**src/rtl/ors_pkg.sv**
```systemverilog
// Shared types, widths and constants for the octant restriction block.
package ors_pkg;

  localparam int SAMPLE_W = 16;
  localparam int SUM_W    = 19;
  localparam int COORD_W  = 7;
  localparam int SCALED_W = 18;
  localparam int CFG_DW   = 32;
  localparam int CFG_AW   = 5;
  // Wide enough for any grid size the block parameters allow
  localparam int SIZE_W   = 11;

  // 1/sqrt(8) in Q0.16, applied as a signed 17-bit operand
  localparam logic [15:0] INV_SQRT8_Q16 = 16'h5A82;
  localparam int K_W      = 17;
  localparam int PROD_W   = SUM_W + K_W;
  localparam int FRAC_SH  = 16;

  typedef enum logic [2:0] {
    REG_FINE_SIZE_Y   = 3'd0,
    REG_FINE_SIZE_Z   = 3'd1,
    REG_COARSE_SIZE_X = 3'd2,
    REG_COARSE_SIZE_Y = 3'd3,
    REG_COARSE_SIZE_Z = 3'd4,
    REG_OFFSET_X      = 3'd5,
    REG_OFFSET_Y      = 3'd6,
    REG_OFFSET_Z      = 3'd7
  } ors_reg_t;

  typedef struct packed {
    logic        [6:0] fine_size_y;
    logic        [6:0] fine_size_z;
    logic        [7:0] coarse_size_x;
    logic        [7:0] coarse_size_y;
    logic        [7:0] coarse_size_z;
    logic signed [7:0] offset_x;
    logic signed [7:0] offset_y;
    logic signed [7:0] offset_z;
  } ors_cfg_t;

  // One sample on its way to the accumulator
  typedef struct packed {
    logic [SAMPLE_W-1:0] sample;
    logic                first;   // all coordinates even: overwrite entry
    logic                close;   // all coordinates odd: octant complete
    logic                emit;    // complete and inside the coarse grid
    logic [COORD_W-1:0]  cx;
    logic [COORD_W-1:0]  cy;
    logic [COORD_W-1:0]  cz;
  } ors_req_t;

  // Finished octant sum heading to the scaler
  typedef struct packed {
    logic [SUM_W-1:0]   sum;
    logic [COORD_W-1:0] cx;
    logic [COORD_W-1:0] cy;
    logic [COORD_W-1:0] cz;
  } ors_sum_t;

endpackage

```
**src/rtl/ors_cfg.sv**
```systemverilog
// APB register file holding grid sizes and offsets.
module ors_cfg import ors_pkg::*; (
  input  logic              clk,
  input  logic              rst_n,
  input  logic              psel,
  input  logic              penable,
  input  logic              pwrite,
  input  logic [CFG_AW-1:0] paddr,
  input  logic [CFG_DW-1:0] pwdata,
  output logic [CFG_DW-1:0] prdata,
  output logic              pready,
  output ors_cfg_t          cfg
);

  ors_cfg_t cfg_r, cfg_nxt;
  ors_reg_t sel;
  logic     wr;

  assign sel    = ors_reg_t'(paddr[CFG_AW-1:2]);
  assign wr     = psel && penable && pwrite;
  assign pready = 1'b1;

  // Register write decode
  always_comb begin
    cfg_nxt = cfg_r;
    if (wr) begin
      case (sel)
        REG_FINE_SIZE_Y:   cfg_nxt.fine_size_y   = pwdata[6:0];
        REG_FINE_SIZE_Z:   cfg_nxt.fine_size_z   = pwdata[6:0];
        REG_COARSE_SIZE_X: cfg_nxt.coarse_size_x = pwdata[7:0];
        REG_COARSE_SIZE_Y: cfg_nxt.coarse_size_y = pwdata[7:0];
        REG_COARSE_SIZE_Z: cfg_nxt.coarse_size_z = pwdata[7:0];
        REG_OFFSET_X:      cfg_nxt.offset_x      = pwdata[7:0];
        REG_OFFSET_Y:      cfg_nxt.offset_y      = pwdata[7:0];
        REG_OFFSET_Z:      cfg_nxt.offset_z      = pwdata[7:0];
        default:           cfg_nxt = cfg_r;
      endcase
    end
  end

  always_ff @(posedge clk) begin
    if (!rst_n) begin
      cfg_r.fine_size_y   <= 7'd64;
      cfg_r.fine_size_z   <= 7'd64;
      cfg_r.coarse_size_x <= 8'd128;
      cfg_r.coarse_size_y <= 8'd128;
      cfg_r.coarse_size_z <= 8'd128;
      cfg_r.offset_x      <= '0;
      cfg_r.offset_y      <= '0;
      cfg_r.offset_z      <= '0;
    end else begin
      cfg_r <= cfg_nxt;
    end
  end

  // Read mux
  always_comb begin
    case (sel)
      REG_FINE_SIZE_Y:   prdata = CFG_DW'(cfg_r.fine_size_y);
      REG_FINE_SIZE_Z:   prdata = CFG_DW'(cfg_r.fine_size_z);
      REG_COARSE_SIZE_X: prdata = CFG_DW'(cfg_r.coarse_size_x);
      REG_COARSE_SIZE_Y: prdata = CFG_DW'(cfg_r.coarse_size_y);
      REG_COARSE_SIZE_Z: prdata = CFG_DW'(cfg_r.coarse_size_z);
      REG_OFFSET_X:      prdata = CFG_DW'(unsigned'(cfg_r.offset_x));
      REG_OFFSET_Y:      prdata = CFG_DW'(unsigned'(cfg_r.offset_y));
      REG_OFFSET_Z:      prdata = CFG_DW'(unsigned'(cfg_r.offset_z));
      default:           prdata = '0;
    endcase
  end

  assign cfg = cfg_r;

endmodule

```
**config.mk**
```make
export PLATFORM = sky130hd
export DESIGN_NAME = ors_cfg
export DESIGN_NICKNAME = d
export VERILOG_FILES = /design/src/rtl/ors_pkg.sv /design/src/rtl/ors_cfg.sv
export SDC_FILE = /design/constraint.sdc
export NUM_CORES = 1
export LEC_CHECK = 0
export BUFFER_PORTS_ARGS = -buffer_cell sky130_fd_sc_hd__buf_2
export CAP_MARGIN = 20
export CORE_UTILIZATION = 51
export CTS_BUF_LIST = sky130_fd_sc_hd__clkbuf_16
export CTS_CLUSTER_DIAMETER = 200
export DETAILED_ROUTE_END_ITERATION = 10
export HOLD_SLACK_MARGIN = 0.15
export PLACE_DENSITY_LB_ADDON = 0.15
export RECOVER_POWER = 25
export SLEW_MARGIN = 0
export SYNTH_ARGS = -nofsm -noshare
export SYNTH_HDL_FRONTEND = slang
export SYNTH_SLANG_ARGS = --single-unit
```
**constraint.sdc**
```tcl
create_clock -name clk -period 2.4 [get_ports clk]
set_clock_uncertainty 0.1 [all_clocks]
set_input_delay 0.48 -clock clk [delete_from_list [all_inputs] [get_ports clk]]
set_output_delay 0.48 -clock clk [all_outputs]
set_load 0.01 [all_outputs]
```
# --- Word level (Yosys, flattened, before mapping) ---
# Cells that the tools add are included.
word_totals:
  regBits: 62
  in_bits: 42
  out_inout_bits: 95
  wordCells: 27
classes:
  eq_ne: 7
  n_mux: 1
  reduce_logical: 11
op_table:
  columns: ["operator", "count"]
  rows:
  - ["$pmux W32 S8", 1]
  - ["$reduce_and A2 Y1", 8]
  - ["$eq A3 B3 Y1 const B", 4]
  - ["$eq A3 B2 Y1 const B", 2]
  - ["$eq A3 B1 Y1 const B", 1]
  - ["$logic_not A3 Y1", 1]
  - ["$logic_and A1 B1 Y1", 2]

# --- Depth between registers and ports, before layout ---
depth:
  word_depth: 3
  mapped_depth: 6

# --- Least setup slack after synthesis ---
# No wires, ideal clock.
synth_path:
  kind: "input to output"
  start: "input paddr[3]"
  end: "output prdata[0]"
  t_arrival_ps: 1458
  t_required_ps: 1820
  setup_slack_ps: 362
  path_stages: 5
  path_buffers: 1
  path_cell_list: "buf_4 mux2_2 a22o_1 a221oi_1 nor2_1"
synth_via:
  elab_chain_cells: 2
  word_cells_on_any_way: 9
  cone_classes: "7 x eq/ne; 1 x mux; 1 x reduce/logical"
synth_lines:
  columns: ["item", "line", "text"]
  rows:
  - ["start: declaration", "ors_cfg.sv:8", "input logic [CFG_AW-1:0] paddr,"]
  - ["$eq A3 B3 Y1 (tied with other cells)", "ors_cfg.sv:58", "case (sel)"]
  - ["$pmux W32 S8 *", "ors_cfg.sv:58", null]
  - ["end: declaration", "ors_cfg.sv:10", "output logic [CFG_DW-1:0] prdata,"]
# Mark *: on every way between the ends. The rest lies on a longest branch, timed or not. The select of a mux whose other input is x is not followed.

# --- Final worst setup path ---
layout_path:
  start: "input paddr[3]"
  end: "output prdata[6]"
# Same word-level chain as after synthesis.

==> run_results.csv <==
group,metric,value,unit
layout,stdcell_area,3840,sq um
floorplan,ios,137,
sta,setup_viol,0,
floorplan,fp-row-count,28,
layout,drive_gt1_frac,0.222,
sta,worst_slew_pin_slew,0.543,ns
logic_synthesis,synth_seq_cells,62,
hold_path,hp-class,"in2reg",
critical_path,end_kind,"output port",
floorplan,fp.dieW,80.5,um
layout,areaGrowthSynthToFinish,22.2,%
floorplan,die_height,80.5,um
critical_path,reg2reg_to,"cfg[49]$_SDFFE_PN0P_",
detailed_routing,totalWireLength,8790,um
cts,clk_pin_slew,0.05,ns
critical_path,required,1.82,ns
detailed_routing,drt_iter0_markers,214,
cts,postCtsHoldBufs,0,
layout,fin_cells,525,
detailed_routing,drc_errors,0,
detailed_routing,routedWlPerCell,16.7,um
sta,period_share,0.965,
critical_path,path_max_fanout,11,
place,hpwl,5860,um
sta,period_minus_slack,2.32,ns
sta,rsz0062_at_grt,"false",
grt,grt_start_max_net_pins,63,
logic_synthesis,synthCells,365,
detailed_routing,drtPass1Iterations,5,
cts,cts-root-buf,"clkbuf_16",
critical_path,rrSetupSlack,1.53,ns
place,place_ws,-0.0118,ns
cts,cts_tree,"done",
detailed_routing,vias,2873,
cts,htreeDepth,3,
cts,numClockSinks,62,
layout,largest_register_ffs,62,
power_and_ir_drop,pwr_density_cell,675,nW/um^2
grt,overflow,0,
layout,final_util,0.649,
floorplan,start_util,0.531,
cts,cts_buffers,9,
hold_path,worstHoldStart,"pwdata[7]",
logic_synthesis,syn_avg_cell_area,8.61,sq um
grt,grt_pass1_vias,2514,
grt,grt_usage,0.276,
place,place.gp.congestion,0.839,
sta,setup_ws,0.0839,ns
grt,antenna_found_initial,0,
place,place_area,3560,sq um
critical_path,r2r_cells,2,
detailed_routing,viasPerCell,5.47,
layout,final_common_cell,"dfxtp_1",
floorplan,coreArea,5920,sq um
hold_path,whs_path_depth,3,
layout,mostFrequentLayoutCells,"dfxtp_1 (62), buf_2 (52), nand2_1 (47), o21ai_0 (42), a21boi_0 (34)",
flow_run,drv_cap,0,
grt,grt_pass1_wl,13000,um
floorplan,dieArea,6480,sq um
layout,antenna_cells,0,
logic_synthesis,ys_types,30,
sta,drv_slew,0,
place,numPortBuffers,85,
critical_path,timing.rr.start,"cfg[49]$_SDFFE_PN0P_",
sta,max-slew-margin-rel,0.636,
detailed_routing,ant_nets,0,
place,place_inst,510,
critical_path,critPathArrivalTime,1.74,ns
cts,cts_max_path_buffers,2,
sta,finalHoldViolCount,0,
power_and_ir_drop,vdd_drop_max,0.516,mV
hold_path,holdPathEnd,"cfg[7]$_SDFFE_PN0P_",
logic_synthesis,syn-cell-area,3140,sq um
cts,worstSkewPairLatency,0.33,ns
sta,max_freq,0.432,GHz
critical_path,start_kind,"input pin",
logic_synthesis,ys_seq_area_frac,0.395,
power_and_ir_drop,p_leak,1.62,nW
logic_synthesis,ys_warn_count,0,
status,outcome,"complete, no violations",
layout,nets,488,
critical_path,critical_path_class,"in2out",
[synth_stat cells]
master | n | share of area
o2bb2ai_1 | 1 | 0.0028
inv_1 | 6 | 0.0072
nor2_2 | 2 | 0.0040
buf_4 | 28 | 0.067
a21oi_1 | 2 | 0.0032
a22o_1 | 6 | 0.017
nand2_1 | 47 | 0.056
buf_2 | 8 | 0.013
nand4b_1 | 1 | 0.0028
nor2_1 | 18 | 0.022
clkbuf_1 | 20 | 0.024
a221oi_1 | 12 | 0.033
nor2b_1 | 19 | 0.038
mux4_2 | 1 | 0.0072
a211o_1 | 1 | 0.0028
nand3_1 | 2 | 0.0032
and3_1 | 1 | 0.0020
mux2_2 | 6 | 0.022
nand4_2 | 1 | 0.0040
o21ai_0 | 42 | 0.067
nand2_2 | 1 | 0.0020
dfxtp_1 | 62 | 0.40
a21boi_1 | 5 | 0.012
a21boi_0 | 34 | 0.081
nor3b_1 | 2 | 0.0048
or3_1 | 3 | 0.0060
nor2_4 | 1 | 0.0036
mux2i_1 | 29 | 0.092
nand2b_1 | 2 | 0.0040
conb_1 | 2 | 0.0024
[cell type report]
cell class,instances,area [sq um]
multi-input cells,264,1660
clock buffers,9,225
well taps,75,93.8
flip-flops and latches,62,1240
clock inverters,6,77.6
inverters,6,22.5
repair buffers,103,523
fillers,532,2080
[logic make-up (layout without fill, tap and decap cells)]
logic type	count (synthesis)	after routing	synth area share
flops	62	62	0.395
buf+inv	62	124	0.111
compound gates	103	103	0.219
mux	36	36	0.121
simple gates	100	100	0.152
other cells	2	25	0.00239
[metrics by stage]
stage                     hold WS (ns)  power, mW  setup TNS (ns)
after floorplan                  0.405       1.23               0
after global placement           0.380       1.27        -0.00835
after detailed placement         0.384       1.27         -0.0118
after CTS                        0.357       2.60               0
after global routing             0.372       2.66               0
final                            0.357       2.59               0
[how the worst max path moves through the flow]
stage	start	end	cells past startpoint
2_1_floorplan	paddr[3]	prdata[0]	5
3_3_place_gp	paddr[3]	prdata[4]	6
3_5_place_dp	paddr[3]	prdata[4]	6
4_1_cts	paddr[3]	prdata[4]	6
5_1_grt	paddr[3]	prdata[3]	6
6_report	paddr[3]	prdata[6]	6
[power by group]
part | switching (mW) | internal (mW) | total (mW)
logic | 0.138 | 0.0756 | 0.213
clock network | 0.444 | 0.890 | 1.33
registers | 0.00626 | 1.04 | 1.04
[worst max-delay path: stages]
cell	delay (ns)
buf_4	0.18
mux2_2	0.37
a22o_1	0.18
a221oi_1	0.28
nor2_1	0.09
buf_2	0.15
[layer usage]
| layer | GRT usage | vias up | part of all wire |
|---|---|---|---|
| met5 | 0 | - | 0 |
| met4 | 0.104 | 0 | 0.023 |
| met3 | 0.0727 | 19 | 0.070 |
| met2 | 0.441 | 138 | 0.48 |
| met1 | 0.353 | 1350 | 0.43 |
| li1 | - | 1366 | - |
[what timing repair did]
action / CTS / global route
setup endpoints to repair: 6 / 3
resized for setup: 1 / 4
hold endpoints to repair: 0 / 0
setup buffers: 0 / 0
No activity file was read; power rests on OpenSTA's default activity.
