$ cat config.mk
export PLATFORM = sky130hd
export DESIGN_NAME = ors_scale_flat
export DESIGN_NICKNAME = d
export VERILOG_FILES = /design/src/rtl/ors_pkg.sv /design/src/rtl/ors_out_if.sv /design/src/rtl/ors_scale.sv /design/src/flat_wrapper.sv
export SDC_FILE = /design/constraint.sdc
export NUM_CORES = 1
export LEC_CHECK = 0
export BUFFER_PORTS_ARGS = -buffer_cell sky130_fd_sc_hd__buf_2
export CAP_MARGIN = 20
export CORE_MARGIN = 2
export CORE_UTILIZATION = 45
export DETAILED_ROUTE_END_ITERATION = 8
export PLACE_DENSITY = 0.6
export SKIP_LAST_GASP = 1
export SLEW_MARGIN = 15
export SYNTH_ARGS = -nofsm -noshare
export SYNTH_HDL_FRONTEND = slang
export SYNTH_SLANG_ARGS = --single-unit
$ cat constraint.sdc
create_clock -name clk -period 19.4 [get_ports clk]
set_input_delay 2.91 -clock clk [delete_from_list [all_inputs] [get_ports clk]]
set_output_delay 2.91 -clock clk [all_outputs]
set_load 0.02 [all_outputs]
$ cat src/rtl/ors_pkg.sv
// Shared types, widths and constants for the octant restriction block.
package ors_pkg;

  localparam int SAMPLE_W = 16;
  localparam int SUM_W    = 19;
  localparam int COORD_W  = 7;
  localparam int SCALED_W = 18;
  localparam int CFG_DW   = 32;
  localparam int CFG_AW   = 5;
  // Wide enough for any grid size the block parameters allow
  localparam int SIZE_W   = 11;

  // 1/sqrt(8) in Q0.16, applied as a signed 17-bit operand
  localparam logic [15:0] INV_SQRT8_Q16 = 16'h5A82;
  localparam int K_W      = 17;
  localparam int PROD_W   = SUM_W + K_W;
  localparam int FRAC_SH  = 16;

  typedef enum logic [2:0] {
    REG_FINE_SIZE_Y   = 3'd0,
    REG_FINE_SIZE_Z   = 3'd1,
    REG_COARSE_SIZE_X = 3'd2,
    REG_COARSE_SIZE_Y = 3'd3,
    REG_COARSE_SIZE_Z = 3'd4,
    REG_OFFSET_X      = 3'd5,
    REG_OFFSET_Y      = 3'd6,
    REG_OFFSET_Z      = 3'd7
  } ors_reg_t;

  typedef struct packed {
    logic        [6:0] fine_size_y;
    logic        [6:0] fine_size_z;
    logic        [7:0] coarse_size_x;
    logic        [7:0] coarse_size_y;
    logic        [7:0] coarse_size_z;
    logic signed [7:0] offset_x;
    logic signed [7:0] offset_y;
    logic signed [7:0] offset_z;
  } ors_cfg_t;

  // One sample on its way to the accumulator
  typedef struct packed {
    logic [SAMPLE_W-1:0] sample;
    logic                first;   // all coordinates even: overwrite entry
    logic                close;   // all coordinates odd: octant complete
    logic                emit;    // complete and inside the coarse grid
    logic [COORD_W-1:0]  cx;
    logic [COORD_W-1:0]  cy;
    logic [COORD_W-1:0]  cz;
  } ors_req_t;

  // Finished octant sum heading to the scaler
  typedef struct packed {
    logic [SUM_W-1:0]   sum;
    logic [COORD_W-1:0] cx;
    logic [COORD_W-1:0] cy;
    logic [COORD_W-1:0] cz;
  } ors_sum_t;

endpackage

$ cat src/rtl/ors_out_if.sv
// Result channel: valid/ready plus one coarse cell and its value.
interface ors_out_if import ors_pkg::*; ();
  logic                       valid;
  logic                       ready;
  logic        [COORD_W-1:0]  coarse_x;
  logic        [COORD_W-1:0]  coarse_y;
  logic        [COORD_W-1:0]  coarse_z;
  logic signed [SCALED_W-1:0] scaled_sum;

  modport source (output valid, coarse_x, coarse_y, coarse_z, scaled_sum, input ready);
  modport sink   (input valid, coarse_x, coarse_y, coarse_z, scaled_sum, output ready);
endinterface

$ cat src/rtl/ors_scale.sv
// Scale by 1/sqrt(8) with round half up, then the output register.
module ors_scale import ors_pkg::*; (
  input  logic     clk,
  input  logic     rst_n,
  input  logic     sum_valid,
  output logic     sum_ready,
  input  ors_sum_t sum,
  ors_out_if.source out_ch
);

  logic                     s2_valid_r;
  ors_sum_t                 s2_r;
  logic                     out_valid_r;
  logic [COORD_W-1:0]       cx_r, cy_r, cz_r;
  logic [SCALED_W-1:0]      scaled_r;

  logic signed [SUM_W-1:0]  s2_sum;
  logic signed [PROD_W-1:0] prod, rnd;
  logic                     out_go, s2_ready;

  // Stage handshake
  assign out_go    = !out_valid_r || out_ch.ready;
  assign s2_ready  = !s2_valid_r || out_go;
  assign sum_ready = s2_ready;

  // Multiply, add half an LSB, take the integer (Q.0) bits
  assign s2_sum = s2_r.sum;
  assign prod   = PROD_W'(s2_sum) * PROD_W'($signed({1'b0, INV_SQRT8_Q16}));
  assign rnd    = prod + PROD_W'(1 << (FRAC_SH - 1));

  always_ff @(posedge clk) begin
    if (!rst_n) begin
      s2_valid_r  <= 1'b0;
      out_valid_r <= 1'b0;
    end else begin
      if (s2_ready) begin
        s2_valid_r <= sum_valid;
      end
      if (out_go) begin
        out_valid_r <= s2_valid_r;
      end
    end
  end

  always_ff @(posedge clk) begin
    if (s2_ready && sum_valid) begin
      s2_r <= sum;
    end
    if (out_go && s2_valid_r) begin
      cx_r     <= s2_r.cx;
      cy_r     <= s2_r.cy;
      cz_r     <= s2_r.cz;
      scaled_r <= rnd[FRAC_SH+SCALED_W-1:FRAC_SH];
    end
  end

  assign out_ch.valid      = out_valid_r;
  assign out_ch.coarse_x   = cx_r;
  assign out_ch.coarse_y   = cy_r;
  assign out_ch.coarse_z   = cz_r;
  assign out_ch.scaled_sum = scaled_r;

endmodule
$ cat src/flat_wrapper.sv
// flat-port wrapper written by rule: the top's interface ports become plain ports
module ors_scale_flat import ors_pkg::*;
  (clk, rst_n, sum_valid, sum_ready, sum, out_ch_valid, out_ch_coarse_x, out_ch_coarse_y, out_ch_coarse_z, out_ch_scaled_sum, out_ch_ready);
  ors_out_if out_ch_i ();
  input  logic clk;
  input  logic rst_n;
  input  logic sum_valid;
  output logic sum_ready;
  input  ors_sum_t sum;
  output wire logic [$bits(out_ch_i.valid)-1:0] out_ch_valid;
  output wire logic [$bits(out_ch_i.coarse_x)-1:0] out_ch_coarse_x;
  output wire logic [$bits(out_ch_i.coarse_y)-1:0] out_ch_coarse_y;
  output wire logic [$bits(out_ch_i.coarse_z)-1:0] out_ch_coarse_z;
  output wire logic [$bits(out_ch_i.scaled_sum)-1:0] out_ch_scaled_sum;
  input wire logic [$bits(out_ch_i.ready)-1:0] out_ch_ready;
  assign out_ch_valid = out_ch_i.valid;
  assign out_ch_coarse_x = out_ch_i.coarse_x;
  assign out_ch_coarse_y = out_ch_i.coarse_y;
  assign out_ch_coarse_z = out_ch_i.coarse_z;
  assign out_ch_scaled_sum = out_ch_i.scaled_sum;
  assign out_ch_i.ready = out_ch_ready;
  ors_scale u_core (.clk(clk), .rst_n(rst_n), .sum_valid(sum_valid), .sum_ready(sum_ready), .sum(sum), .out_ch(out_ch_i));
endmodule
### Yosys cells after proc, flatten, opt, wreduce, memory -nomap -nowiden

Index checks and enable logic that the tools add are counted.
W data, S select, Z words.

| word-level totals | value |
|---|---|
| register bits | 81 |
| input bits | 44 |
| output and inout bits | 41 |
| word-level logic and storage cells | 18 |

| operators by class | value |
|---|---|
| add/sub/neg operators | 1 |
| $mul | 1 |
| reductions and logical operators | 6 |

Operators by type and width:

| kind | number |
|---|---|
| $add A34 B17 Y34 const B | 1 |
| $mul A19 B15 Y33 const B | 1 |
| $logic_and A1 B1 Y1 | 2 |
| $logic_not A1 Y1 | 2 |
| $logic_or A1 B1 Y1 | 2 |

### Longest topological paths before layout

Gate-level depths: netlist of the first run.

| logic depth | value |
|---|---|
| word-level depth | 4 |
| mapped depth | 23 |
| mapped depth without buffers | 23 |

### Worst setup path after synthesis of the first run

OpenSTA, ideal clock, no wires.

| timing | value |
|---|---|
| path type | register to register |
| start point | reg u_core.s2_r, in the netlist u_core.s2_sum[6] |
| end point | reg u_core.scaled_r[15] (netlist: u_core.out_ch.scaled_sum[15]) (data pin) |
| library setup time | 272 ps |
| arrival time | 6,556 ps |
| required time | 19,128 ps |
| setup slack | 12,572 ps |
| cell stages (with the launch flop) | 24 |
| path buffers | 0 |
| clock period less this slack | 6,828 ps |
| cells stage by stage | edfxtp_1 > ha_1 > inv_1 > fa_1 > inv_1 > ha_1 > fa_1 > fa_1 > ha_1 > ha_1 > and4_1 > a221o_1 > a21oi_1 > nor2b_1 > nor2_1 > xnor2_1 > ha_1 > nand2_1 > or4_1 > or4b_4 > or4b_4 > nor2_4 > a21oi_1 > or4b_1 |

| between the ends | value |
|---|---|
| cells in the longest elaborated chain, start to end | 2 |

RTL lines:

| what | line | RTL |
|---|---|---|
| start, declared | ors_scale.sv:12 | `ors_sum_t s2_r;` |
| start signal, assigned | ors_scale.sv:47 | `s2_r <= sum;` |
| $mul A19 B15 Y33 | ors_scale.sv:28 | `assign prod = PROD_W'(s2_sum) * PROD_W'($signed({1'b0, INV_SQRT8_Q16}));` |
| $add A34 B17 Y34 | ors_scale.sv:29 | `assign rnd = prod + PROD_W'(1 << (FRAC_SH - 1));` |
| via u_core.rnd[31] | ors_scale.sv:18 | `logic signed [PROD_W-1:0] prod, rnd;` |
| end signal, assigned | ors_scale.sv:53 | `scaled_r <= rnd[FRAC_SH+SCALED_W-1:FRAC_SH];` |
| end, declared | ors_scale.sv:15 | `logic [SCALED_W-1:0] scaled_r;` |

The timed path passes the listed nets, and every way through them passes these cells.
A chain may end at the register's enable or synchronous reset.

### Worst setup path after layout of the first run

Same ends and word-level chain as after synthesis.

==> results of run 1 <==
[cell families (layout without fill, tap and decap cells)]
family	Yosys count	after routing	synth area share, %
DFF	81	81	32.4
buffers and inverters	116	206	6.26
muxes	5	5	0.690
AOI/OAI and AO/OA	79	79	7.23
adders and majority gates	206	206	41.8
xor gates and xnor gates	26	26	3.06
and+or+nand+nor	105	105	8.51
[through the flow]
step	cells	instance area, µm²	setup slack (ps)
2_1_floorplan	618	7440	12570
3_3_place_gp	912	8080	12220
3_5_place_dp	912	8080	12100
4_1_cts	928	8410	12090
5_1_grt	928	8410	11660
6_report	928	8410	12120
[metal layers]
metal / routed length (µm) / track usage (%) / vias to the layer above
li1: - / - / 2348
met1: 6670 / 23.4 / 2288
met2: 6700 / 28.9 / 118
met3: 583 / 3.56 / 15
met4: 144 / 4.00 / 0
met5: 0 / 0 / -
[synthesized netlist by cell type, types with 2 or more instances]
| cell | count | area [µm²] |
|---|---|---|
| nor2_1 | 13 | 48.8 |
| fa_1 | 71 | 1420 |
| edfxtp_1 | 79 | 2370 |
| nand2b_1 | 5 | 31.3 |
| a21boi_0 | 2 | 15.0 |
| nand2_1 | 17 | 63.8 |
| o21ai_0 | 11 | 55.1 |
| a21oi_1 | 20 | 100 |
| nand4b_1 | 2 | 17.5 |
| or3_1 | 3 | 18.8 |
| o21a_1 | 7 | 52.6 |
| buf_6 | 4 | 45.0 |
| a21o_1 | 2 | 15.0 |
| a31oi_1 | 5 | 31.3 |
| o211a_1 | 2 | 20.0 |
| or4b_4 | 2 | 27.5 |
| a211oi_1 | 6 | 45.0 |
| o2111ai_1 | 4 | 35.0 |
| and2_1 | 3 | 18.8 |
| or2_2 | 2 | 12.5 |
| clkbuf_1 | 6 | 22.5 |
| nor2b_1 | 6 | 37.5 |
| a311oi_1 | 4 | 35.0 |
| nand3_1 | 6 | 30.0 |
| nor3_1 | 12 | 60.1 |
| inv_1 | 106 | 398 |
| o211ai_1 | 5 | 37.5 |
| nor4_1 | 4 | 25.0 |
| or2b_1 | 2 | 15.0 |
| and3_1 | 4 | 25.0 |
| or4_1 | 2 | 15.0 |
| xor2_1 | 11 | 96.3 |
| ha_1 | 135 | 1690 |
| nand4_1 | 6 | 37.5 |
| xnor2_1 | 15 | 131 |
| and4_1 | 4 | 35.0 |
| mux2i_1 | 4 | 40.0 |
| o21bai_1 | 2 | 15.0 |
| and3_2 | 2 | 15.0 |
| dfxtp_1 | 2 | 40.0 |
[final cells by class]
cell class                      count  area, µm²  share of cell area, %
Clock buffer                        9        225                   2.68
Clock inverter                      7        105                   1.25
Inverter                          106        398                   4.73
Multi-Input combinational cell    421       4570                   54.4
Sequential cell                    81       2410                   28.7
Tap cell                          220        275                   3.27
Timing Repair Buffer               84        420                   5.00
[sequential cells by signal, indices dropped and copies added (netlist names)]
name and flops:
u_core.s2_r 21, u_core.s2_sum 19, u_core.out_ch.scaled_sum 18, u_core.out_ch.coarse_x 7
u_core.out_ch.coarse_y 7, u_core.out_ch.coarse_z 7, u_core.out_ch.valid 1, u_core.s2_valid_r 1
[final timing paths]
| path | from | depth (start not counted) | endpoint | slack (ps) |
|---|---|---|---|---|
| min reg2reg | u_core.s2_r[7] | 0 | u_core.out_ch.coarse_y[0] | 410 |
| min | u_core.s2_r[7] | 0 | u_core.out_ch.coarse_y[0] | 410 |
| max | u_core.s2_sum[6] | 23 | u_core.out_ch.scaled_sum[15] | 12120 |
| max reg2reg | u_core.s2_sum[6] | 23 | u_core.out_ch.scaled_sum[15] | 12120 |
[worst max-delay path, cell delays in order, from the launching register on]
cell	delay, ps
edfxtp_1	500
ha_1	320
inv_1	50
fa_1	500
inv_1	40
ha_1	310
fa_1	510
fa_1	490
ha_1	310
ha_1	340
and4_1	200
a221o_1	360
a21oi_1	250
nor2b_1	70
nor2_1	120
xnor2_1	130
ha_1	230
nand2_1	50
or4_1	400
or4b_4	530
nor4b_2	450
nand3_1	270
nand4_1	150
or4b_1	420
==> metrics.yaml, run 1 <==
layout:
  fin_nets: 953
  drive_above_1_share_pct: 16.5
  layout_commonest_cell: "ha_1"
  antenna_cells: 0
  post-route-util_pct: 51.4
  final_cell_mix: "135 x ha_1, 106 x inv_1, 84 x buf_2, 79 x edfxtp_1, 71 x fa_1"
  fill_cells: 1526
  syn_to_final_growth_pct: 13.0
global_route:
  antenna_found_initial: 0
  grt_pass1_wl_mm: 24.7
  grt_start_max_net_pins: 41
  gr-total-overflow: 0
  grt_pass1_vias: 5157
  track_usage_pct: 17.4
clock_network:
  cts_sinks: 81
  postCtsHoldBufs: 0
  cts_root_buf: "clkbuf_16"
  ctsResizeCount: 0
  cts_tree: "done"
  cts_buffers: 9
  cts_setup_buffers: 0
  insertion_delay_ps: 340
  clockBufferDepth: 2
  htreeDepth: 3
  path_clk_slew_ps: 60
routing:
  dr.pass1.iters: 4
  drt_iter0_markers: 250
  vias: 4769
  wl_mm: 14.1
  wl_per_cell_um: 15.2
  routed_via_density: 5.14
  ant_nets: 0
  route.detailed.drc: 0
worst_hold_path:
  hold_class: "reg2reg"
critical_path:
  start_kind: "flip-flop"
  path_class: "reg2reg"
  cp_data_arrival_time_ps: 7370
  endpoint_kind: "flip-flop"
  critPathMaxFanout: 6
  required_ps: 19490
place:
  io_buffers: 84
  dp_hpwl_mm: 11.7
  gp_congestion: 0.899
floorplanning:
  design.core.area_um2: 16300
  initial_core_util_pct: 45.5
  rows: 47
  die_area_um2: 17600
  io_pins: 85
  die_h_um: 133
  die_w_um: 133
synthesis:
  synth-edff-count: 79
  syn-num-nets: 868
  async_flop_share_pct: 0
  ys_warn_count: 0
  synth-seq-area-share_pct: 32.4
  synth_area_um2: 7440
  synth_seq_cells: 81
  syn_area_per_cell_um2: 12.0
  yosys.cell_types.count: 60
  synthCells: 618
  synthFlopType: "edfxtp_1"
timing:
  drv_slew: 0
  layout_min_cycle_time_ps: 7280
  max_freq_mhz: 137
  finalHoldViolCount: 0
  whs_ps: 414
  setup_tns_ps: 0
  slew_headroom_pct: 31.2
  rsz0062_at_grt: "no"
  fin_skew_ps: 9.30
  worstMarginPinSlew_ps: 1030
  fin_crit_sh_pct: 37.5
  setup_viol: 0
outcome:
  status: "complete, no violations"
flow_run:
  maxCapViolCount: 0
Power of run 1 is not shown: default switching activity piles up to over one toggle a cycle in this logic, so the estimate is an artifact.
==> run 2, diff against run 1 <==
Settings changed: ABC_AREA from default to 1.
Clock period 19.4 ns to 7.01 ns, I/O delays scaled along.
==> metrics.yaml, run 2 <==
clock_network:
  htreeDepth: 3  # unchanged
  ctsResizeCount: 0  # unchanged
  path_clk_slew_ps: 70  # about the same
  cts_tree: "done"
  cts_buffers: 9  # unchanged
  clockBufferDepth: 2  # unchanged
  insertion_delay_ps: 350  # about the same
  postCtsHoldBufs: 0  # unchanged
  cts_sinks: 81  # unchanged
  cts_setup_buffers: 0  # unchanged
  cts_root_buf: "clkbuf_16"
floorplanning:
  rows: 48  # +2.1%
  die_h_um: 135  # +2.1%
  initial_core_util_pct: 45.5  # about the same
  die_w_um: 135  # +2.1%
  design.core.area_um2: 17100  # +4.3%
  die_area_um2: 18300  # +4.2%
  io_pins: 85  # unchanged
routing:
  dr_wl_met2_mm: 7.20  # +7.4%
  wl_mm: 15.3  # +8.5%
  drt_iter0_markers: 164  # -34%
  dr.pass1.iters: 5  # +1
  met1Wirelength_mm: 7.36  # +10%
  routed_via_density: 4.71  # -8.3%
  route.detailed.drc: 0  # unchanged
  ant_nets: 0  # unchanged
  routed-wl-met3_um: 384  # -34%
  highest_layer: "met4"
  wl_per_cell_um: 13.6  # -10%
  vias: 5287  # +11%
synthesis:
  synth_top_area_share_pct: 30.6  # -1.3 points
  ys_top_cells_by_count: "183 x inv_1, 164 x nand2_1, 135 x ha_1, 79 x edfxtp_1, 71 x fa_1"
  yosys.cell_types.count: 32  # -47%
  async_flop_share_pct: 0  # unchanged
  syn-num-nets: 1046  # +21%
  synth-seq-area-share_pct: 31.1  # -1.3 points
  synth-compound-area-share_pct: 2.43  # -4.8 points
  synth-edff-count: 79  # unchanged
  synthAdderAreaFrac_pct: 40.1  # -1.7 points
  synth_top_family_by_area: "adder cells"
  synthTopCellsByArea: "edfxtp_1 31%, ha_1 22%, fa_1 18%"
  synthFlopType: "edfxtp_1"
  syn_area_per_cell_um2: 9.75  # -19%
  synthCells: 796  # +29%
  synth.largest_area_cell: "edfxtp_1"
  synthSimpleGateAreaFrac_pct: 15.7  # +7.2 points
  synth_seq_cells: 81  # unchanged
  synth_xor_area_share_pct: 1.79  # -1.3 points
  muxShareOfSynthArea_pct: 0  # -0.69 points
  yosysMostFrequentCell: "inv_1"
  ys_warn_count: 0  # unchanged
  synth_area_um2: 7760  # +4.3%
critical_path:
  timing.rr.end: "u_core.out_ch.scaled_sum[16]"
  required_ps: 7100  # -12,390 ps
  reg2reg_from: "u_core.s2_sum[18]"
  cp_data_arrival_time_ps: 5810  # -1560 ps
  cp-startpoint: "u_core.s2_sum[18]"
  path_class: "reg2reg"
  critPathMaxFanout: 18  # +12
  endpoint_kind: "flip-flop"
  rrSetupSlack_ps: 1290  # -10,820 ps
  start_kind: "flip-flop"
  r2r.worst_path.cells: 20  # -13%
place:
  io_buffers: 84  # unchanged
  dp_cells: 1106  # +21%
  place_area_um2: 8490  # +5.1%
  gp_congestion: 0.908  # +1.0%
  dp_hpwl_mm: 12.9  # +11%
layout:
  antenna_cells: 0  # unchanged
  layout_commonest_cell: "inv_1"
  regMostFlops: "u_core.s2_r"
  final_cell_mix: "183 x inv_1, 164 x nand2_1, 135 x ha_1, 84 x buf_2, 79 x edfxtp_1"
  syn_to_final_growth_pct: 12.8
  fin_area_um2: 8760  # +4.2%
  fin_nets: 1142  # +20%
  drive_above_1_share_pct: 13.6  # -2.9 points
  instances_no_fill: 1122  # +21%
  largest_reg_flops: 21  # unchanged
  fill_cells: 1635  # +7.1%
global_route:
  antenna_found_initial: 0  # unchanged
  grt_pass1_wl_mm: 26.2  # +5.7%
  track_usage_pct: 18.3  # +0.97 points
  gr-total-overflow: 0  # unchanged
  grt_pass1_vias: 5542  # +7.5%
  grt_start_max_net_pins: 40  # -2.4%
timing:
  setup_viol: 0  # unchanged
  drv_slew: 0  # unchanged
  slew_headroom_pct: 54.3  # +23 points
  worstMarginPinSlew_ps: 685  # -345 ps
  finalHoldViolCount: 0  # unchanged
  fin_skew_ps: 11.5  # +2.18 ps
  fin_crit_sh_pct: 81.5  # +44 points
  setup_tns_ps: 0  # unchanged
  max_freq_mhz: 175  # +27%
  layout_min_cycle_time_ps: 5720  # -1570 ps
  rsz0062_at_grt: "no"
worst_hold_path:
  hold_depth: 0  # unchanged
  worstHoldStart: "u_core.s2_r[5]"
  hold_class: "reg2reg"
  min_to: "u_core.out_ch.coarse_z[5]"
flow_run:
  maxCapViolCount: 0  # unchanged
outcome:
  status: "complete, no violations"
[run 2: changes by cell type after synthesis, moves of 6 or more]
cell      before  now
a211oi_1       6    0
inv_1        106  183
nand2_1       17  164
nand2_2        0    8
nand3_1        6   31
nand3b_1       0    6
nor2_1        13   39
nor2b_1        6    0
nor3_1        12    5
o21a_1         7    0
o21ai_0       11    1
xnor2_1       15    3
[run 2: how the worst max path moves through the flow]
stage / end / slack [ps] / cells past startpoint
after floorplan: u_core.out_ch.scaled_sum[17] / 1750 / 28
after global placement: u_core.out_ch.scaled_sum[17] / 1320 / 28
after detailed placement: u_core.out_ch.scaled_sum[17] / 1260 / 22
after CTS: u_core.out_ch.scaled_sum[17] / 1250 / 22
after global routing: u_core.out_ch.scaled_sum[16] / 830 / 20
final: u_core.out_ch.scaled_sum[16] / 1290 / 20
[run 2: area by class of cell]
| type | count | area, µm² | share of cell area (%) |
|---|---|---|---|
| multi-input combinational | 530 | 4670 | 53.3 |
| sequential | 81 | 2410 | 27.5 |
| inverter | 184 | 691 | 7.89 |
| timing repair buffer | 86 | 435 | 4.97 |
| tap | 225 | 282 | 3.21 |
| clock buffer | 10 | 229 | 2.61 |
| clock inverter | 6 | 43.8 | 0.500 |
[run 2: logic make-up (layout without fill, tap and decap cells)]
| logic type | after synthesis | count (layout) |
|---|---|---|
| XOR/XNOR | 15 | 15 |
| AO/OA/AOI/OAI | 33 | 33 |
| adder cells (fa/ha/maj) | 206 | 206 |
| buffers and inverters | 185 | 286 |
| AND/OR/NAND/NOR | 276 | 276 |
| flip-flops | 81 | 81 |
[run 2: metrics by stage]
stage / hold slack [ps] / setup WS (ps) / util [%]
3_3_place_gp: 400 / 1320 / 49.8
2_1_floorplan: 400 / 1750 / -
3_5_place_dp: 405 / 1260 / 49.8
6_report: 417 / 1290 / 51.3
5_1_grt: 425 / 830 / 51.3
4_1_cts: 416 / 1250 / 51.3
[run 2: metal layers]
layer  GRT usage, %  up-vias
met4           7.29        0
met1           24.4     2456
met5              0        -
met3           2.36       22
li1               -     2726
met2           30.5       83
[run 2: worst max-delay path, cell delays in order, from the launching register on]
cell,delay [ps]
edfxtp_1,790
ha_1,390
fa_1,540
inv_1,50
fa_1,460
fa_1,520
fa_1,500
ha_1,310
ha_1,380
nand2_1,130
nor2_1,180
and2_1,190
nand4_1,140
nand3_1,130
nand2_1,60
nand2_2,110
nand3_1,130
nor2_1,180
nand4_1,120
nand2_1,90
nand2_1,50
Power of run 2 is left out for the same reason.
