File: src/rtl/ors_pkg.sv
// Shared types, widths and constants for the octant restriction block.
package ors_pkg;

  localparam int SAMPLE_W = 16;
  localparam int SUM_W    = 19;
  localparam int COORD_W  = 7;
  localparam int SCALED_W = 18;
  localparam int CFG_DW   = 32;
  localparam int CFG_AW   = 5;
  // Wide enough for any grid size the block parameters allow
  localparam int SIZE_W   = 11;

  // 1/sqrt(8) in Q0.16, applied as a signed 17-bit operand
  localparam logic [15:0] INV_SQRT8_Q16 = 16'h5A82;
  localparam int K_W      = 17;
  localparam int PROD_W   = SUM_W + K_W;
  localparam int FRAC_SH  = 16;

  typedef enum logic [2:0] {
    REG_FINE_SIZE_Y   = 3'd0,
    REG_FINE_SIZE_Z   = 3'd1,
    REG_COARSE_SIZE_X = 3'd2,
    REG_COARSE_SIZE_Y = 3'd3,
    REG_COARSE_SIZE_Z = 3'd4,
    REG_OFFSET_X      = 3'd5,
    REG_OFFSET_Y      = 3'd6,
    REG_OFFSET_Z      = 3'd7
  } ors_reg_t;

  typedef struct packed {
    logic        [6:0] fine_size_y;
    logic        [6:0] fine_size_z;
    logic        [7:0] coarse_size_x;
    logic        [7:0] coarse_size_y;
    logic        [7:0] coarse_size_z;
    logic signed [7:0] offset_x;
    logic signed [7:0] offset_y;
    logic signed [7:0] offset_z;
  } ors_cfg_t;

  // One sample on its way to the accumulator
  typedef struct packed {
    logic [SAMPLE_W-1:0] sample;
    logic                first;   // all coordinates even: overwrite entry
    logic                close;   // all coordinates odd: octant complete
    logic                emit;    // complete and inside the coarse grid
    logic [COORD_W-1:0]  cx;
    logic [COORD_W-1:0]  cy;
    logic [COORD_W-1:0]  cz;
  } ors_req_t;

  // Finished octant sum heading to the scaler
  typedef struct packed {
    logic [SUM_W-1:0]   sum;
    logic [COORD_W-1:0] cx;
    logic [COORD_W-1:0] cy;
    logic [COORD_W-1:0] cz;
  } ors_sum_t;

endpackage

File: src/rtl/ors_in_if.sv
// Input sample channel: valid/ready plus one fine sample and an end-of-field flag.
interface ors_in_if import ors_pkg::*; ();
  logic                       valid;
  logic                       ready;
  logic signed [SAMPLE_W-1:0] fine_sample;
  logic                       end_of_field;

  modport source (output valid, fine_sample, end_of_field, input ready);
  modport sink   (input valid, fine_sample, end_of_field, output ready);
endinterface

File: src/rtl/ors_seq.sv
// Raster position counters, accumulator address and coarse cell placement.
module ors_seq import ors_pkg::*; #(
  parameter int MAX_FINE_SIZE   = 64,
  parameter int MAX_COARSE_SIZE = 128,
  parameter int AW              = 10
) (
  input  logic          clk,
  input  logic          rst_n,
  input  ors_cfg_t      cfg,
  ors_in_if.sink        in_ch,
  output logic          req_valid,
  input  logic          req_ready,
  output ors_req_t      req,
  output logic [AW-1:0] req_addr
);

  localparam int CW = $clog2(MAX_FINE_SIZE);
  localparam int EW = CW + 1;
  localparam int PW = CW - 1 + EW + 1;

  logic [CW-1:0] x_r, y_r, z_r;
  logic [CW-1:0] x_nxt, y_nxt, z_nxt;
  logic [EW-1:0] ny, nz, half_z;
  logic [PW-1:0] lin;
  logic signed [SIZE_W:0] vx, vy, vz;
  logic          fire;

  // Clamp a fine size to the supported range
  function automatic logic [EW-1:0] fine_eff(input logic [6:0] s);
    logic [SIZE_W-1:0] w;
    w = SIZE_W'(s);
    if (w < SIZE_W'(2)) begin
      w = SIZE_W'(2);
    end else if (w > SIZE_W'(MAX_FINE_SIZE)) begin
      w = SIZE_W'(MAX_FINE_SIZE);
    end
    return w[EW-1:0];
  endfunction

  // Octant index plus signed offset
  function automatic logic signed [SIZE_W:0] shift_oct(input logic [CW-1:0] pos,
                                                       input logic signed [7:0] off);
    logic signed [SIZE_W:0] base;
    base = $signed({1'b0, SIZE_W'(pos >> 1)});
    return base + (SIZE_W+1)'(off);
  endfunction

  // Inside [0, clamped coarse size)
  function automatic logic in_grid(input logic signed [SIZE_W:0] v, input logic [7:0] size);
    logic [SIZE_W-1:0] lim;
    lim = (SIZE_W'(size) > SIZE_W'(MAX_COARSE_SIZE)) ? SIZE_W'(MAX_COARSE_SIZE)
                                                      : SIZE_W'(size);
    return !v[SIZE_W] && (v[SIZE_W-1:0] < lim);
  endfunction

  assign ny     = fine_eff(cfg.fine_size_y);
  assign nz     = fine_eff(cfg.fine_size_z);
  assign half_z = EW'((nz + EW'(1)) >> 1);

  // Accumulator entry: (y/2) * ceil(nz/2) + z/2
  assign lin      = PW'(y_r[CW-1:1] * half_z) + PW'(z_r[CW-1:1]);
  assign req_addr = lin[AW-1:0];

  assign vx = shift_oct(x_r, cfg.offset_x);
  assign vy = shift_oct(y_r, cfg.offset_y);
  assign vz = shift_oct(z_r, cfg.offset_z);

  // Request beat
  always_comb begin
    req.sample = in_ch.fine_sample;
    req.first  = !(x_r[0] || y_r[0] || z_r[0]);
    req.close  = x_r[0] && y_r[0] && z_r[0];
    req.emit   = req.close && in_grid(vx, cfg.coarse_size_x)
                 && in_grid(vy, cfg.coarse_size_y) && in_grid(vz, cfg.coarse_size_z);
    req.cx     = vx[COORD_W-1:0];
    req.cy     = vy[COORD_W-1:0];
    req.cz     = vz[COORD_W-1:0];
  end

  assign req_valid   = in_ch.valid;
  assign in_ch.ready = req_ready;
  assign fire        = in_ch.valid && req_ready;

  // Raster advance: z fastest, x slowest
  always_comb begin
    x_nxt = x_r;
    y_nxt = y_r;
    z_nxt = z_r;
    if (fire) begin
      if (in_ch.end_of_field) begin
        x_nxt = '0;
        y_nxt = '0;
        z_nxt = '0;
      end else if ((EW'(z_r) + EW'(1)) < nz) begin
        z_nxt = z_r + CW'(1);
      end else begin
        z_nxt = '0;
        if ((EW'(y_r) + EW'(1)) < ny) begin
          y_nxt = y_r + CW'(1);
        end else begin
          y_nxt = '0;
          x_nxt = (x_r == CW'(MAX_FINE_SIZE - 1)) ? '0 : x_r + CW'(1);
        end
      end
    end
  end

  always_ff @(posedge clk) begin
    if (!rst_n) begin
      x_r <= '0;
      y_r <= '0;
      z_r <= '0;
    end else begin
      x_r <= x_nxt;
      y_r <= y_nxt;
      z_r <= z_nxt;
    end
  end

endmodule

File: src/flat_wrapper.sv
// flat-port wrapper written by rule: the top's interface ports become plain ports
module ors_seq_flat import ors_pkg::*;
#(
  parameter int MAX_FINE_SIZE   = 64,
  parameter int MAX_COARSE_SIZE = 128,
  parameter int AW              = 10
)
  (clk, rst_n, cfg, req_valid, req_ready, req, req_addr, in_ch_valid, in_ch_fine_sample, in_ch_end_of_field, in_ch_ready);
  ors_in_if in_ch_i ();
  input  logic clk;
  input  logic rst_n;
  input  ors_cfg_t cfg;
  output logic req_valid;
  input  logic req_ready;
  output ors_req_t req;
  output logic [AW-1:0] req_addr;
  input wire logic [$bits(in_ch_i.valid)-1:0] in_ch_valid;
  input wire logic [$bits(in_ch_i.fine_sample)-1:0] in_ch_fine_sample;
  input wire logic [$bits(in_ch_i.end_of_field)-1:0] in_ch_end_of_field;
  output wire logic [$bits(in_ch_i.ready)-1:0] in_ch_ready;
  assign in_ch_i.valid = in_ch_valid;
  assign in_ch_i.fine_sample = in_ch_fine_sample;
  assign in_ch_i.end_of_field = in_ch_end_of_field;
  assign in_ch_ready = in_ch_i.ready;
  ors_seq #(.MAX_FINE_SIZE(MAX_FINE_SIZE), .MAX_COARSE_SIZE(MAX_COARSE_SIZE), .AW(AW)) u_core (.clk(clk), .rst_n(rst_n), .cfg(cfg), .in_ch(in_ch_i), .req_valid(req_valid), .req_ready(req_ready), .req(req), .req_addr(req_addr));
endmodule
File: config.mk
export PLATFORM = sky130hd
export DESIGN_NAME = ors_seq_flat
export DESIGN_NICKNAME = d
export VERILOG_FILES = /design/src/rtl/ors_pkg.sv /design/src/rtl/ors_in_if.sv /design/src/rtl/ors_seq.sv /design/src/flat_wrapper.sv
export SDC_FILE = /design/constraint.sdc
export NUM_CORES = 1
export LEC_CHECK = 0
export BUFFER_PORTS_ARGS = -buffer_cell sky130_fd_sc_hd__buf_2
export CORE_UTILIZATION = 53
export CTS_BUF_LIST = sky130_fd_sc_hd__clkbuf_4
export DETAILED_ROUTE_END_ITERATION = 10
export HOLD_SLACK_MARGIN = 0.02
export PLACE_DENSITY = 0.83
export RECOVER_POWER = 50
export REMOVE_ABC_BUFFERS = 1
export SLEW_MARGIN = 5
export SYNTH_ARGS = -nofsm -noshare
export SYNTH_HDL_FRONTEND = slang
export SYNTH_SLANG_ARGS = --single-unit
File: constraint.sdc
create_clock -name clk -period 7 [get_ports clk]
set_input_delay 0.7 -clock clk [delete_from_list [all_inputs] [get_ports clk]]
set_output_delay 0.7 -clock clk [all_outputs]
set_load 0.05 [all_outputs]
Word level (Yosys, flattened, before mapping)
Index checks and enable logic that the tools add are counted.
{"block": "op_classes", "n_mul": 1, "eq_ne": 3, "muxes": 16, "n_lt_le_gt_ge": 12, "n_addsub": 10, "n_reduce_logical": 17}
{"op": "$mux W6", "n": 9}
{"op": "$lt A11 B11 Y1", "n": 3}
{"op": "$mux W7", "n": 4}
{"op": "$add A6 B8 Y9", "n": 3}
{"op": "$gt A8 B8 Y1 const B", "n": 3}
{"op": "$mux W8", "n": 3}
{"op": "$add A6 B1 Y6 const B", "n": 3}
{"op": "$add A6 B1 Y7 const B", "n": 2}
{"op": "$gt A7 B7 Y1 const B", "n": 2}
{"op": "$lt A7 B2 Y1 const B", "n": 2}
{"op": "$lt A7 B7 Y1", "n": 2}
{"op": "$add A10 B5 Y10", "n": 1}
{"op": "$mul A5 B6 Y10", "n": 1}
{"op": "$logic_and A1 B1 Y1", "n": 9}
{"op": "$add A7 B1 Y7 const B", "n": 1}
{"op": "$eq A6 B6 Y1 const B", "n": 1}
{"op": "$logic_not A1 Y1", "n": 4}
{"op": "$ne A2 B2 Y1 const B", "n": 2}
{"op": "$reduce_and A3 Y1", "n": 1}
{"op": "$logic_or A1 B1 Y1", "n": 2}
{"op": "$reduce_and A2 Y1", "n": 1}
{"block": "totals", "out_inout_bits": 52, "inputBits": 83, "elab_cells": 62, "regBits": 18}

Depth between registers and ports, before layout
Gate-level depths: netlist of run 1.
{"block": "logic_depth", "depth_word": 7, "depth_mapped": 21, "ltp_nobuf": 21}

Worst setup path after synthesis of run 1
OpenSTA, ideal clock, no wires.
{"block": "synth_path", "path_type": "input to output", "from": "input port cfg[52] (netlist bit)", "to": "output port req_addr[9]", "required_ns": 6.300, "arrival_time_ns": 5.337, "slack_ns": 0.963, "cell_stages": 18, "path_cell_list": "or4_4 nor2_1 nor2_1 nor2_1 ha_1 nand4_1 xor2_1 and2_1 fa_1 fa_1 inv_1 fa_1 inv_1 ha_1 nand2_1 o21ai_0 o41ai_1 xnor2_1"}
{"block": "synth_between", "elab_chain_len": 6}
{"item": "start: declaration", "line_no": "flat_wrapper.sv:12", "text": "input ors_cfg_t cfg;"}
{"item": "$gt A7 B7 Y1", "line_no": "ors_seq.sv:34", "text": "end else if (w > SIZE_W'(MAX_FINE_SIZE)) begin"}
{"item": "$mux W7", "line_no": "ors_seq.sv:34"}
{"item": "$mux W7 (*)", "line_no": "ors_seq.sv:32", "text": "if (w < SIZE_W'(2)) begin"}
{"item": "$add A7 B1 Y7 (*)", "line_no": "ors_seq.sv:58", "text": "assign half_z = EW'((nz + EW'(1)) >> 1);"}
{"item": "$mul A5 B6 Y10 (*)", "line_no": "ors_seq.sv:61", "text": "assign lin = PW'(y_r[CW-1:1] * half_z) + PW'(z_r[CW-1:1]);"}
{"item": "$add A10 B5 Y10 (*)", "line_no": "ors_seq.sv:61"}
{"item": "end: declaration", "line_no": "flat_wrapper.sv:16", "text": "output logic [AW-1:0] req_addr;"}
Every way passes the cells marked *; elsewhere a longest branch is shown, timed or not.

Worst setup path after layout of run 1
{"block": "layout_path", "from": "input port cfg[51] (netlist bit)", "to": "output port req_addr[8]"}
The elaborated chain is that of the path after synthesis.

==> qor.csv, run 1 <==
stage,metric,value,unit
setup_path,crit_type,input port to primary output,
timing,period_minus_slack,6390,ps
setup_path,path_buf_inv,3,
timing,worstMarginPinSlew,663,ps
layout,utilization,0.622,
timing,fin_crit_sh,0.913,
clock_tree,post-cts-setup-buffers,0,
logic_synthesis,synth-edff-count,0,
logic_synthesis,synthTopCellsByCount,"71 x ha_1, 64 x nand2_1, 47 x inv_1",
grt,grt_overflow,0,
logic_synthesis,synth.most_common_cell,ha_1,
power_and_ir_drop,power_switching_share,0.417,
logic_synthesis,async_flop_share,0,
drt,drc,0,
drt,routed-via-count,3641,
logic_synthesis,ys_types,57,
setup_path,crit_chain,clkbuf_1 -> or4_1 -> nor2_1 -> nor2_1 -> nor2_1 -> ha_1 -> nand4_1 -> xor2_1 -> nand2_1 -> fa_1 -> fa_1 -> fa_1 -> inv_1 -> ha_1 -> nor2b_1 -> o21ai_0 -> nand2b_1 -> a21o_1 -> a21oi_1 -> xnor2_1 -> buf_2,
timing,setup_viol,0,
min_path,holdPathStages,2,
grt,grt_start_max_net_pins,19,
setup_path,cp-start-kind,input port,
grt,grt_first_pass_wirelength,15100,um
floorplan,boundaryPins,135,
logic_synthesis,synthCells,488,
timing,finClkSkew,5.90,ps
logic_synthesis,yosysSeqAreaShare,0.0940,
outcome,status,"finished, final reports clean",
layout,fin_nets,743,
logic_synthesis,yosysWarnings,0,
setup_path,path_max_fanout,6,
power_and_ir_drop,p_leak,2.13,nW
grt,antenna_found_initial,0,
setup_path,end_kind,primary output,
placed_design,io_buffers,102,
logic_synthesis,avgSynthCellArea,7.86,sq um
timing,finalSetupTns,0,ps
layout,area_delta_synth_final,12.1,%
clock_tree,cts_resized,0,
clock_tree,cts_buffers,3,
setup_path,cp_slowest_stage_delay,600,ps
floorplan,initial_utilization,0.555,
clock_tree,clk_transition_reported_paths,100,ps
power_and_ir_drop,seqPwrFrac,0.353,
floorplan,die_h,87.1,um
logic_synthesis,synthTopCellsByArea,"ha_1 23%, fa_1 9.9%, dfxtp_1 9.4%, xnor2_1 6.4%, nand2_1 6.3%",
clock_tree,holdBufCountCts,0,
clock_tree,h-tree-depth,1,
floorplan,rows,30,
drt,final_antenna_net_count,0,
grt,grt_usage,0.246,
grt,grt_pass1_vias,3601,
setup_path,crit_arrival,5690,ps
power_and_ir_drop,p_sw,125,uW
min_path,worst_hold_path_type,flip-flop to flip-flop,
logic_synthesis,ys_seq_elements,18,
setup_path,cp.depth,21,
clock_tree,insertion_delay,300,ps
setup_path,worstPathRequired,6300,ps
placed_design,dpl.hpwl,7920,um
drt,dr.pass1.iters,4,
setup_path,cp_slowest_cell,or4_1,
floorplan,chipWidth,87.1,um
drt,wl_per_cell,13.8,um
setup_path,crit_family,adder cells,
grt,busiest_layer,met2,
drt,via_per_inst,5.48,
clock_tree,clockBufferDepth,2,
clock_tree,cts-root-buf,clkbuf_4,
floorplan,coreArea,6910,sq um
floorplan,dieArea,7580,sq um
timing,max_freq,157,MHz
power_and_ir_drop,ir_drop,141,uV
job,cap_violations,0,
placed_design,post_dp_cell_area,4300,sq um
power_and_ir_drop,p_comb_frac,0.469,
grt,grt_use_met3,0.0502,
timing,final_max_slew_viol_count,0,
clock_tree,cts.sinks,18,
drt,drt-initial-drc-count,114,
timing,rsz0062_at_grt,no,
logic_synthesis,synth_area,3830,sq um
clock_tree,cts_tree,yes,
setup_path,worst-r2r-cell-count,10,
grt,grtUsageMet2,0.462,
power_and_ir_drop,internal_power,174,uW
placed_design,gp_congestion,0.862,
drt,drt-total-wl,9180,um
timing,hold_viol,0,
logic_synthesis,ys.flop_type,dfxtp_1,
power_and_ir_drop,pwr-share-clk,0.179,
layout,drive_gt1_frac,0.172,
layout,diodes,0,
logic_synthesis,yosysTopAreaCellShare,0.232,
power_and_ir_drop,p_per_area,69.6,nW/um^2
layout,final_cell_area,4300,sq um
logic_synthesis,synth.largest_area_cell,ha_1,
timing,relSlewSlack,0.557,
grt,use_met1,0.291,
power groups by stage:
stage	combinational, mW	clock [mW]	sequential (mW)
after CTS	0.142	0.0546	0.105
after global placement	0.137	0	0.108
after global routing	0.156	0.0594	0.106
after floorplan	0.0920	0	0.107
final	0.140	0.0535	0.106
after detailed placement	0.142	0	0.108
sequential cells by signal (all words and copies together) (netlist names):
name        cells
u_core.y_r      6
u_core.z_r      6
u_core.x_r      6
cell families after synthesis:
logic type | synth area share
AND/OR/NAND/NOR | 0.225
AO/OA/AOI/OAI | 0.167
adder cells (fa/ha/maj) | 0.331
buffers and inverters | 0.0891
XOR/XNOR | 0.0914
flip-flops | 0.0940
multiplexers | 0.00261
layout by cell type, fill, tap and decap left out, types with 14 or more instances in the layout:
cell,instances
nor2b_1,14
buf_2,86
dfxtp_1,18
nand2_1,64
clkbuf_1,16
fa_1,19
nor2_1,26
inv_1,47
nand3_1,18
xnor2_1,28
o21ai_0,17
a21oi_1,23
ha_1,71
routing by layer:
| metal | vias up | wire length [um] | part of all wire |
|---|---|---|---|
| met3 | 6 | 568 | 0.062 |
| li1 | 1830 | - | - |
| met2 | 115 | 4550 | 0.50 |
| met1 | 1690 | 4010 | 0.44 |
| met4 | 0 | 52 | 0.0057 |
| met5 | - | 0 | 0 |
per-stage QoR:
stage	std cells	hold WS [ps]	setup WS (ps)	total power, mW
detailed placement	661	511	706	0.250
CTS	665	526	696	0.302
global placement	661	497	872	0.245
global route	665	569	274	0.321
floorplan	463	472	967	0.199
finish	665	524	611	0.299
layout make-up:
type / instances / area (sq um)
clock buffers: 3 / 22.5
inverters: 48 / 180
flip-flops and latches: 18 / 360
well taps: 96 / 120
repair buffers: 102 / 490
fillers: 646 / 2610
clock inverters: 1 / 3.75
multi-input cells: 397 / 3120
worst reg2reg max path, delay by kind of cell, from the launching register on:
family                     cells  cell delay [ps]
xor gates and xnor gates       1              170
DFF                            1              510
adders and majority gates      2              610
and+or+nand+nor                3              940
AOI/OAI and AO/OA              4              740
final timing paths:
kind	start	endpoint	slack, ps
max	cfg[51]	req_addr[8]	610
min	u_core.x_r[2]$_SDFFE_PN0P_	u_core.x_r[2]$_SDFFE_PN0P_	520
max reg2reg	u_core.z_r[0]$_SDFFE_PN0P_	u_core.x_r[3]$_SDFFE_PN0P_	3970
min reg2reg	u_core.x_r[2]$_SDFFE_PN0P_	u_core.x_r[2]$_SDFFE_PN0P_	520
Note: power is estimated with default switching activity, not from simulation.
==> run 2, diff against run 1 <==
--- a/config.mk
+++ b/config.mk
@@ -6,11 +6,11 @@
 export NUM_CORES = 1
 export LEC_CHECK = 0
 export BUFFER_PORTS_ARGS = -buffer_cell sky130_fd_sc_hd__buf_2
-export CORE_UTILIZATION = 53
+export CORE_UTILIZATION = 48
 export CTS_BUF_LIST = sky130_fd_sc_hd__clkbuf_4
 export DETAILED_ROUTE_END_ITERATION = 10
 export HOLD_SLACK_MARGIN = 0.02
-export PLACE_DENSITY = 0.83
+export PLACE_DENSITY = 0.79
 export RECOVER_POWER = 50
 export REMOVE_ABC_BUFFERS = 1
 export SLEW_MARGIN = 5
==> constraint.sdc (replaced) <==
create_clock -name clk -period 5.18 [get_ports clk]
set_input_delay 0.518 -clock clk [delete_from_list [all_inputs] [get_ports clk]]
set_output_delay 0.518 -clock clk [all_outputs]
set_load 0.05 [all_outputs]
==> run 2 against run 1 <==
The run now ends with setup timing left. Clock skew shrank 0.99 ps. Non-clock buffer count is 29 higher. Combinational power rose by 48%. Via count is 5.8% higher. Final cell count increased by 5.3%. Largest cell class unchanged.
==> qor.csv, run 2 (synthesis results as in run 1) <==
stage,metric,value,unit,change
clock_tree,clockBufferDepth,2,,unchanged
layout,final_common_cell,buf_2,,unchanged
drt,drt-initial-drc-count,173,,was 114
timing,max_freq,178,MHz,
floorplan,chipWidth,91.4,um,was 87.1 um
timing,final_max_slew_viol_count,0,,unchanged
grt,grt_first_pass_wirelength,16700,um,"was 15,100 um"
setup_path,crit_arrival,5090,ps,was 5690 ps
timing,hold_viol,0,,unchanged
grt,grt_start_max_net_pins,19,,unchanged
min_path,worst_hold_path_type,flip-flop to flip-flop,,unchanged
power_and_ir_drop,p_leak,2.30,nW,was 2.13 nW
layout,mostFrequentLayoutCells,"80 x buf_2, 63 x ha_1, 61 x nand2_1",,"was 86 x buf_2, 71 x ha_1, 64 x nand2_1"
grt,grt_usage,0.241,,was 0.246
drt,wl_per_cell,14.9,um,was 13.8 um
floorplan,initial_utilization,0.496,,was 0.555
drt,dr.pass1.iters,4,,unchanged
setup_path,crit_family,adder cells,,unchanged
clock_tree,cts-root-buf,clkbuf_4,,unchanged
floorplan,coreArea,7730,sq um,was 6910 sq um
layout,fin_nets,772,,was 743
clock_tree,h-tree-depth,1,,unchanged
drt,drt-total-wl,10400,um,was 9180 um
clock_tree,cts_buffers,3,,unchanged
placed_design,dp_cells,689,,was 661
setup_path,end_kind,primary output,,unchanged
timing,setup_viol,5,,was 0
setup_path,setup.worst_path.end,req_addr[9],,was req_addr[8]
clock_tree,cts.sinks,18,,unchanged
drt,drc,0,,unchanged
timing,fin_crit_sh,1.08,,
floorplan,rows,32,,was 30
grt,grt_overflow,0,,unchanged
floorplan,boundaryPins,135,,unchanged
layout,area_delta_synth_final,23.5,%,was 12.1%
placed_design,dpl.hpwl,8110,um,was 7920 um
setup_path,crit_type,input port to primary output,,unchanged
drt,final_antenna_net_count,0,,unchanged
timing,period_minus_slack,5610,ps,
layout,reg_top3,"u_core.x_r x6, u_core.y_r x6, u_core.z_r x6",,unchanged
setup_path,cp.depth,21,,unchanged
placed_design,io_buffers,102,,unchanged
setup_path,cp_slowest_stage_delay,570,ps,was 600 ps
timing,fin_hold_ws,530,ps,was 524 ps
timing,relSlewSlack,0.587,,was 0.557
drt,via_per_inst,5.50,,was 5.48
timing,rsz0062_at_grt,yes,,was no
setup_path,path_buf_inv,5,,was 3
layout,drive_gt1_frac,0.268,,was 0.172
timing,worstMarginPinSlew,623,ps,was 663 ps
setup_path,worstPathRequired,4660,ps,was 6300 ps
setup_path,r2r_slack,2240,ps,was 3970 ps
setup_path,startpoint,cfg[50],,was cfg[51]
setup_path,cp_slowest_cell,fa_1,,was or4_1
setup_path,r2r-end,u_core.x_r[5]$_SDFFE_PN0P_,,was u_core.x_r[3]$_SDFFE_PN0P_
clock_tree,holdBufCountCts,0,,unchanged
job,cap_violations,0,,unchanged
grt,antenna_found_initial,0,,unchanged
grt,grt_pass1_vias,3922,,"was 3,601"
floorplan,dieArea,8350,sq um,was 7580 sq um
layout,diodes,0,,unchanged
timing,finClkSkew,4.90,ps,was 5.90 ps
setup_path,crit_chain,buf_6 -> or4_4 -> nor2_2 -> nor2_1 -> nor2_1 -> ha_2 -> nand4_1 -> xor2_2 -> buf_4 -> and2_4 -> fa_1 -> fa_1 -> inv_1 -> fa_1 -> inv_2 -> ha_4 -> nand2_1 -> o21ai_4 -> o41ai_2 -> xnor2_1 -> buf_4,,was clkbuf_1 -> or4_1 -> nor2_1 -> nor2_1 -> nor2_1 -> ha_1 -> nand4_1 -> xor2_1 -> nand2_1 -> fa_1 -> fa_1 -> fa_1 -> inv_1 -> ha_1 -> nor2b_1 -> o21ai_0 -> nand2b_1 -> a21o_1 -> a21oi_1 -> xnor2_1 -> buf_2
power_and_ir_drop,p_per_area,89.8,nW/um^2,was 69.6 nW/um^2
setup_path,worst-r2r-cell-count,10,,unchanged
clock_tree,cts_tree,yes,,unchanged
outcome,failed_checks,setup timing,,
setup_path,worst_path_most_repeated_cell,fa_1,,
clock_tree,clk_transition_reported_paths,110,ps,was 100 ps
drt,routed-via-count,3853,,"was 3,641"
floorplan,die_h,91.4,um,was 87.1 um
setup_path,cp-start-kind,input port,,unchanged
layout,final_cells,700,,was 665
power_and_ir_drop,ir_drop,65.2,uV,was 141 uV
timing,setup_ws,-426,ps,was 611 ps
outcome,status,finished with violations,,"was finished, final reports clean"
setup_path,path_max_fanout,3,,was 6
clock_tree,insertion_delay,300,ps,about the same
placed_design,gp_congestion,0.919,,was 0.862
setup_path,rr_startpoint,u_core.z_r[0]$_SDFFE_PN0P_,,unchanged
-- run 2: changes by cell type in the layout (fill, tap and decap cells not counted), moves of 6 or more --
| cell | before | now |
|---|---|---|
| inv_2 | 0 | 6 |
| buf_4 | 0 | 33 |
| ha_4 | 0 | 6 |
| buf_2 | 86 | 80 |
| ha_1 | 71 | 63 |
| inv_1 | 47 | 41 |
-- run 2: report_power, final --
group / switching [mW] / total [mW] / internal [mW] / leakage [nW]
logic: 0.128 / 0.207 / 0.0799 / 2.14
registers: 0.00290 / 0.143 / 0.140 / 0.145
clock network: 0.0471 / 0.0751 / 0.0281 / 0.0154
-- run 2: how the worst min path moves through the flow --
stage | start | slack, ps | cells after the start | end
after floorplan | u_core.x_r[5]$_SDFFE_PN0P_ | 470 | 2 | u_core.x_r[5]$_SDFFE_PN0P_
after global placement | u_core.x_r[5]$_SDFFE_PN0P_ | 500 | 2 | u_core.x_r[5]$_SDFFE_PN0P_
after detailed placement | u_core.x_r[1]$_SDFFE_PN0P_ | 520 | 2 | u_core.x_r[1]$_SDFFE_PN0P_
after CTS | u_core.x_r[1]$_SDFFE_PN0P_ | 530 | 2 | u_core.x_r[1]$_SDFFE_PN0P_
after global routing | u_core.x_r[2]$_SDFFE_PN0P_ | 550 | 2 | u_core.x_r[2]$_SDFFE_PN0P_
final | u_core.x_r[1]$_SDFFE_PN0P_ | 530 | 2 | u_core.x_r[1]$_SDFFE_PN0P_
-- run 2: what timing repair did --
action / in CTS / in global routing
cloned: 0 / 0
pin swaps: 34 / 30
resized for setup: 28 / 18
endpoints found under the setup margin: 5 / 6
buffers inserted: 8 / 5
-- run 2: area by class of cell --
| class | instances | area [sq um] |
|---|---|---|
| clock buffers | 3 | 22.5 |
| well taps | 102 | 128 |
| clock inverters | 1 | 3.75 |
| inverters | 48 | 180 |
| flip-flops and latches | 18 | 360 |
| fillers | 681 | 2990 |
| repair buffers | 131 | 738 |
| multi-input cells | 397 | 3300 |
-- run 2: worst min-delay path: stages (launching register included) --
cell     delay (ps)
dfxtp_1         350
o21ai_0          80
a21oi_1          60
-- run 2: per-stage QoR --
step	cell area [sq um]	setup WS, ps	util	TNS (ps)	power, mW
2_1_floorplan	3670	-489	-	-2010	0.269
3_3_place_gp	4480	-466	0.579	-1390	0.340
3_5_place_dp	4480	-600	0.579	-1870	0.347
4_1_cts	4640	-323	0.601	-609	0.425
5_1_grt	4730	-559	0.613	-2080	0.453
6_report	4730	-426	0.613	-1230	0.425
-- run 2: routing by layer --
metal / up-vias / track usage / wire length, um
met5: - / 0 / 0
met4: 0 / 0.0966 / 216
met3: 21 / 0.0377 / 676
met2: 164 / 0.446 / 5280
met1: 1774 / 0.275 / 4280
li1: 1894 / - / -
